**src/rtl/fat_cluster_chain_walker_assert.svh**
```systemverilog
// Assertion macros used by the chain walker top level
`ifndef FAT_CLUSTER_CHAIN_WALKER_ASSERT_SVH
`define FAT_CLUSTER_CHAIN_WALKER_ASSERT_SVH

// same-cycle implication, sampled on clk, off while rst_n is low
`define FCW_ASSERT_IMP(lbl, ante, cons) \
  lbl: assert property (@(posedge clk) disable iff (!rst_n) (ante) |-> (cons)) \
    else $error("fcw: same-cycle check failed");

// next-cycle implication
`define FCW_ASSERT_NXT(lbl, ante, cons) \
  lbl: assert property (@(posedge clk) disable iff (!rst_n) (ante) |=> (cons)) \
    else $error("fcw: next-cycle check failed");

`endif

```
**src/rtl/fcw_pkg.sv**
```systemverilog
// Package: constants, codes and control/status types of the chain walker
`timescale 1ns / 1ps
package fcw_pkg;

  localparam int FAT_BYTES_DEF    = 8192;
  localparam int MAX_CLUSTERS_DEF = 4096;

  // payload widths
  localparam int BYTE_ADDR_W = 13;
  localparam int CLUSTER_W   = 16;
  localparam int OUT_LEN_W   = 13;
  localparam int CFG_IDX_W   = 2;
  localparam int CFG_DATA_W  = 14;
  localparam int CCOUNT_W    = 13;
  localparam int FLEN_W      = 14;

  // visited map tag width; a clearing pass runs when the tag wraps
  localparam int EPOCH_W = 4;

  // command codes of the input item
  localparam logic CMD_WRITE = 1'b0;
  localparam logic CMD_WALK  = 1'b1;

  // configuration register indexes
  localparam logic [CFG_IDX_W-1:0] REG_FAT16_MODE = 2'd0;
  localparam logic [CFG_IDX_W-1:0] REG_CLUSTERS   = 2'd1;
  localparam logic [CFG_IDX_W-1:0] REG_FAT_LEN    = 2'd2;

  localparam logic [FLEN_W-1:0] FAT_LEN_RST = 14'd512;

  // end-of-chain marks
  localparam logic [CLUSTER_W-1:0] END_MARK12 = 16'h0FF8;
  localparam logic [CLUSTER_W-1:0] END_MARK16 = 16'hFFF8;
  localparam logic [CLUSTER_W-1:0] MIN_LINK   = 16'd2;

  typedef struct packed {
    logic load;        // item transfer on the input channel
    logic write_byte;  // store the item's byte
    logic epoch_inc;   // new walk, next tag
    logic epoch_one;   // new walk after a clearing pass
    logic sweep;       // clear one visited entry
    logic rd_hi;       // read the second byte of the entry
    logic mark;        // append current cluster, tag it visited
    logic advance;     // follow the link
    logic load_out;    // move results into the output register
  } fcw_cmd_t;

  typedef struct packed {
    logic in_range;
    logic visited;
    logic beyond;
    logic is_end;
    logic sweep_last;
    logic epoch_max;
  } fcw_sts_t;

endpackage

```
**src/rtl/fcw_ctrl.sv**
```systemverilog
// Controller: sequences clearing passes, byte writes, link steps and result handoff
`timescale 1ns / 1ps
module fcw_ctrl (
  input  logic              clk,
  input  logic              rst_n,
  input  logic              in_valid,
  input  logic              in_cmd,
  input  logic              out_ready,
  input  fcw_pkg::fcw_sts_t sts,
  output fcw_pkg::fcw_cmd_t cmd,
  output logic              in_ready,
  output logic              out_valid
);

  typedef enum logic [2:0] {
    S_INIT,
    S_IDLE,
    S_WRAP,
    S_CHECK,
    S_VIS,
    S_NXT,
    S_DONE
  } state_t;

  state_t state_r, state_nxt;
  logic   in_ready_r;
  logic   out_valid_r, out_valid_nxt;
  logic   accept;

  assign accept = in_ready_r & in_valid;

  always_comb begin
    cmd            = '0;
    cmd.load       = accept;
    cmd.write_byte = accept && (in_cmd == fcw_pkg::CMD_WRITE);
    cmd.epoch_inc  = accept && (in_cmd == fcw_pkg::CMD_WALK) && !sts.epoch_max;
    cmd.sweep      = (state_r == S_INIT) || (state_r == S_WRAP);
    cmd.epoch_one  = (state_r == S_WRAP) && sts.sweep_last;
    cmd.rd_hi      = (state_r == S_VIS);
    cmd.mark       = (state_r == S_VIS) && !sts.visited;
    cmd.advance    = (state_r == S_NXT) && !sts.is_end;
    cmd.load_out   = (state_r == S_DONE) && (!out_valid_r || out_ready);
  end

  always_comb begin
    state_nxt = state_r;
    case (state_r)
      S_INIT: begin
        if (sts.sweep_last) state_nxt = S_IDLE;
      end
      S_IDLE: begin
        if (accept) begin
          if (in_cmd == fcw_pkg::CMD_WRITE) begin
            state_nxt = S_DONE;
          end else if (sts.epoch_max) begin
            state_nxt = S_WRAP;
          end else begin
            state_nxt = S_CHECK;
          end
        end
      end
      S_WRAP: begin
        if (sts.sweep_last) state_nxt = S_CHECK;
      end
      S_CHECK: begin
        state_nxt = sts.in_range ? S_VIS : S_DONE;
      end
      S_VIS: begin
        // an entry past the FAT length ends the chain
        if (sts.visited || sts.beyond) begin
          state_nxt = S_DONE;
        end else begin
          state_nxt = S_NXT;
        end
      end
      S_NXT: begin
        state_nxt = sts.is_end ? S_DONE : S_CHECK;
      end
      S_DONE: begin
        if (cmd.load_out) state_nxt = S_IDLE;
      end
      default: state_nxt = S_INIT;
    endcase

    if (cmd.load_out) begin
      out_valid_nxt = 1'b1;
    end else if (out_ready) begin
      out_valid_nxt = 1'b0;
    end else begin
      out_valid_nxt = out_valid_r;
    end
  end

  always_ff @(posedge clk) begin
    if (!rst_n) begin
      state_r     <= S_INIT;
      in_ready_r  <= 1'b0;
      out_valid_r <= 1'b0;
    end else begin
      state_r     <= state_nxt;
      in_ready_r  <= (state_nxt == S_IDLE);
      out_valid_r <= out_valid_nxt;
    end
  end

  assign in_ready  = in_ready_r;
  assign out_valid = out_valid_r;

endmodule

```
**config.mk**
```make
export PLATFORM = sky130hd
export DESIGN_NAME = fcw_ctrl
export DESIGN_NICKNAME = d
export VERILOG_FILES = /design/src/rtl/fat_cluster_chain_walker_assert.svh /design/src/rtl/fcw_pkg.sv /design/src/rtl/fcw_ctrl.sv
export SDC_FILE = /design/constraint.sdc
export NUM_CORES = 1
export LEC_CHECK = 0
export BUFFER_PORTS_ARGS = -buffer_cell sky130_fd_sc_hd__buf_2
export CAP_MARGIN = 20
export CORE_AREA = 5 5 42 44
export CTS_BUF_LIST = sky130_fd_sc_hd__clkbuf_4 sky130_fd_sc_hd__clkbuf_8
export DETAILED_ROUTE_END_ITERATION = 8
export DIE_AREA = 0 0 47 49
export HOLD_SLACK_MARGIN = 0.05
export PLACE_DENSITY = 0.56
export SLEW_MARGIN = 20
export SYNTH_ARGS = -nofsm -noshare
export SYNTH_HDL_FRONTEND = slang
export SYNTH_SLANG_ARGS = --single-unit
```
**constraint.sdc**
```tcl
create_clock -name clk -period 2.4 [get_ports clk]
set_input_delay 0.12 -clock clk [delete_from_list [all_inputs] [get_ports clk]]
set_output_delay 0.12 -clock clk [all_outputs]
set_load 0.02 [all_outputs]
```
======== Yosys cells after proc, flatten, opt, wreduce, memory -nomap -nowiden ========
Index checks and enable logic that the tools add are counted.
word-level totals
  input port bits ......................... 11
  bits in read-only memories .............. 0
  output and inout port bits .............. 11
  logic and storage cells ................. 40
  memories ................................ 0
  bits in registers ....................... 5
  bits in writable memories ............... 0
  bits in latches ......................... 0
cells by class
  reductions and logical operators ........ 16
  add/sub/neg operators ................... 0
  muxes and demuxes ....................... 12
  divide/modulo/power cells ............... 0
  order comparisons ....................... 0
  shifts and indexed selects .............. 0
  equal/unequal tests ..................... 7
  multiply operators ...................... 0
  bitwise gates (word level) .............. 2
operators with widths
  cell                  count
  $pmux W3 S7           1
  $mux W3               6
  $eq A3 B3 Y1 const B  3
  $logic_and A1 B1 Y1   7
  $eq A3 B1 Y1 const B  2
  $eq A3 B2 Y1 const B  2
  $logic_not A1 Y1      4
  $mux W2               2
  $logic_not A3 Y1      1
  $logic_or A1 B1 Y1    3
  $mux W1               3
  $reduce_bool A2 Y1    1
  $and A1 B1 Y1         1
  $not A1 Y1            1

======== Logic depth before layout (Yosys ltp) ========
  depth after elaboration ................. 6
  gate-level depth with buffers ........... 5
  gate-level depth less buffers ........... 5

======== Least setup slack after synthesis ========
Ideal clock, no wire load.
  path type ............................... reg2reg
  start point ............................. reg in_ready_r, in the netlist in_ready
  end point ............................... reg state_r[2]
  slack ................................... 1075 ps
  period minus slack after synthesis ...... 1325 ps
  required time ........................... 2335 ps
  stages on the path, launching flop included .. 5
  setup time .............................. 65 ps
  arrival time ............................ 1259 ps
  path buffers ............................ 0
  cells stage by stage .................... dfxtp_1 and3b_1 nor3_1 nor4_2 nor2b_1
on the way
  word-level cells in the longest chain between the ends .. 3
RTL lines
  what                    line             RTL
  start, declared         fcw_ctrl.sv:26   logic in_ready_r;
  start signal, assigned  fcw_ctrl.sv:101  in_ready_r <= (state_nxt == S_IDLE);
  $and A1 B1 Y1           fcw_ctrl.sv:30   assign accept = in_ready_r & in_valid;
  $mux W3                 fcw_ctrl.sv:52   if (accept) begin
  $pmux W3 S7             fcw_ctrl.sv:47   case (state_r)
  end signal, assigned    fcw_ctrl.sv:100  state_r <= state_nxt;
  end, declared           fcw_ctrl.sv:25   state_t state_r, state_nxt;
No other way between the ends.
A chain may end at the register's enable or synchronous reset.

======== Final worst setup path ========
  start point ............................. reg state_r[2]
  end point ............................... reg in_ready_r, in the netlist in_ready
on the way
  word-level cells in the longest chain between the ends .. 5
  elaborated cells between the ends (all ways) .. 14
  those cells by class .................... 7 x eq/ne; 5 x mux; 2 x reduce/logical
RTL lines
  what                 line                            RTL
  $eq A3 B3 Y1         fcw_ctrl.sv:42, fcw_ctrl.sv:47
  $logic_and A1 B1 Y1  fcw_ctrl.sv:42                  cmd.load_out = (state_r == S_DONE) && (!out_valid_r || out_ready);
  $mux W3              fcw_ctrl.sv:80                  if (cmd.load_out) state_nxt = S_IDLE;
  $pmux W3 S7 *        fcw_ctrl.sv:47
  $eq A3 B1 Y1 *       fcw_ctrl.sv:101
Mark *: on every way between the ends. The rest lies on a longest branch, timed or not.

==> flow_summary.toml <==
[yosys]
avgSynthCellArea_sq_um = 8.037
netlist.area_leader.share_pct = 23.95
synthCells = 52
yosys.area.top_type = "dfxtp_1"
yosys_warnings = 0
yosys-top-cells-area = "dfxtp_1 24%, nand2b_4 6.6%, nor4_2 6.0%"
syn_nets = 63
ys_ff_latch = 5
syn-cell-area_sq_um = 417.9
synth.distinct_cells = 24
yosysSeqAreaShare_pct = 23.95

[clocking]
cts_tree = "built"
cts_made_buffers = 3
path_clk_slew_ns = 0.04
cts-root-buf = "clkbuf_4"
postCtsHoldBufs = 0
cts.sinks = 5
h-tree-depth = 1
cts_buffer_depth = 2
post_cts_resize_count = 0
clk_latency_ns = 0.24
post_cts_buffers = 0

[cells_and_area]
fillCellCount = 174
antenna_cells = 0
multi_input_area_sq_um = 265.3
area_growth_pct = 26.35
nNetsFinal = 84
utilization_pct = 37.68
drive_gt1_share_pct = 45.83
fin_cells = 88
seq_area_sq_um = 100.1

[global_route]
grt_use_total_pct = 9.155
grt_antenna_before_repair = 0
grt_max_degree = 15
grt_pass1_vias = 382
grt_pass1_wl_um = 1559
gr-total-overflow = 0

[pwr]
pwr-share-clk_pct = 40.3
p_comb_share_pct = 22.5
vdd_drop_max_v = 0.0002809
swShare_pct = 27.81
p_leak_uw = 0.0002420
p_int_uw = 189.8
power_density_nw_per_um2 = 498.0
sequentialPowerShare_pct = 37.2
netSwitchingPower_uw = 73.13

[critical_path]
crit_fanout = 14
reg2regPathDepth = 4
slowest_delay_ns = 0.64
cpMaxStageDelayCell = "dfxtp_1"
start_kind = "register"
worstPathCellList = "nand2b_2, o31ai_2, a221oi_2, nor4_2"
startpoint = "state_r[2]$_SDFF_PN0_"
timing.rr.start = "state_r[2]$_SDFF_PN0_"
timing.rr.end = "in_ready$_SDFF_PN0_"
path_class = "register to register"
end_kind = "register"
r2r_slack_ns = 0.92
cp_data_arrival_time_ns = 1.60
endpoint = "in_ready$_SDFF_PN0_"
crit_required_ns = 2.52

[floorplanning]
core_sq_um = 1401
die_h_um = 49
boundaryPins = 22
rows = 14
die_area_sq_um = 2303
die_width_um = 47
initial_utilization_pct = 29.82

[detailed_routing]
drt-initial-drc-count = 1
ant_nets = 0
vias_per_cell = 4.716
vias = 415
routed_wl_um = 933
firstDrtPassIters = 2
routedWlPerCell_um = 10.60
post-route-drc-count = 0

[timing]
slew_headroom_pct = 64.85
worst_slack_ns = 0.9194
tightest_slew_ns = 0.5266
setup_violations = 0
slew_violations = 0
rsz0062_at_grt = "no"
skew_ns = 0.0007847
tns_ns = 0
hold_viol = 0
fin_crit_ns = 1.481
fmax_ghz = 0.6754
finalCritPeriodShare_pct = 61.69

[placed_design]
place_congestion = 0.7257
dpl_worst_slack_ns = 0.9219
dp_cells = 84
port_buffers = 21
place_hpwl_um = 791.6

[hold_path]
hold_path_class = "input pin to register"

[flow_run]
cap_violations = 0

[status]
outcome = "complete, no violations"
## synth_stat cells, drive strengths merged
cell type	count
nor2	7
nand2b	6
buf	5
dfxtp	5
nand2	5
nor2b	3
nor3	3
a211oi	2
a21oi	2
inv	2
nand3	2
nor4	2
o21ai	2
a21boi	1
a221oi	1
a31o	1
and3b	1
o22ai	1
o31ai	1
## how the worst min path moves through the flow
stage,slack [ns],cells past startpoint,from,end
2_1_floorplan,0.27,1,rst_n,out_valid$_SDFFE_PN0P_
3_3_place_gp,0.40,2,rst_n,out_valid$_SDFFE_PN0P_
3_5_place_dp,0.40,2,rst_n,out_valid$_SDFFE_PN0P_
4_1_cts,0.14,2,rst_n,out_valid$_SDFFE_PN0P_
5_1_grt,0.15,2,rst_n,out_valid$_SDFFE_PN0P_
6_report,0.15,2,rst_n,out_valid$_SDFFE_PN0P_
## sequential cells by signal, indices dropped and copies added (netlist names)
| register | count |
|---|---|
| state_r | 3 |
| in_ready | 1 |
| out_valid | 1 |
## per-stage QoR
stage	hold WS (ns)	area [sq um]	total power (uW)
2_1_floorplan	0.2738	417.9	142.6
3_3_place_gp	0.3959	498.0	159.2
3_5_place_dp	0.4005	498.0	159.2
4_1_cts	0.1414	528.0	269.4
5_1_grt	0.1475	528.0	281.2
6_report	0.1461	528.0	262.9
## cells by family (layout without fill, tap and decap cells)
logic type / Yosys count / after routing / synth area share, %
buffers and inverters: 7 / 27 / 12.57
DFF: 5 / 5 / 23.95
AOI/OAI and AO/OA: 11 / 11 / 20.36
and+or+nand+nor: 29 / 29 / 43.12
## critical path: cells and delay by family (launching register included)
family          cells  cell delay (ns)
compound gates      2             0.39
flops               1             0.64
simple gates        2             0.33
## layer usage
metal  part of all wire [%]  GRT usage [%]  vias to the layer above
li1                       -              -                      217
met3                    4.9          1.107                        2
met4                    2.5          6.912                        0
met1                     41          10.99                      186
met5                      0              0                        -
met2                     52          14.03                       10
## layout make-up
type / instances / share of cell area, %
sequential: 5 / 18.96
timing repair buffer: 21 / 19.91
tap: 16 / 3.791
clock buffer: 4 / 5.687
inverter: 2 / 1.422
multi-input combinational: 40 / 50.24
## power by group through the flow
stage          sequential, uW  clock, uW  combinational [uW]
2_1_floorplan            94.7          0                47.9
3_3_place_gp             99.2          0                60.0
3_5_place_dp             99.4          0                59.8
4_1_cts                  98.0        111                59.9
5_1_grt                  99.0        117                65.1
6_report                 97.9        106                59.1
## layout by cell type (no fill, tap or decap)
cell	n
inv_1	2
nor3_1	3
nor2_2	1
a221oi_2	1
nor2_1	6
a21oi_1	2
nand2b_4	2
buf_2	21
nor4_2	2
a211oi_1	2
o31ai_2	1
a21boi_0	1
nand2b_1	3
nand3_1	2
a31o_1	1
o22ai_1	1
clkbuf_4	4
dfxtp_1	5
o21ai_0	1
nand2b_2	1
and3b_1	1
nand2_1	5
o21ai_1	1
nor2b_1	3
Note: power is estimated with default switching activity, not from simulation.
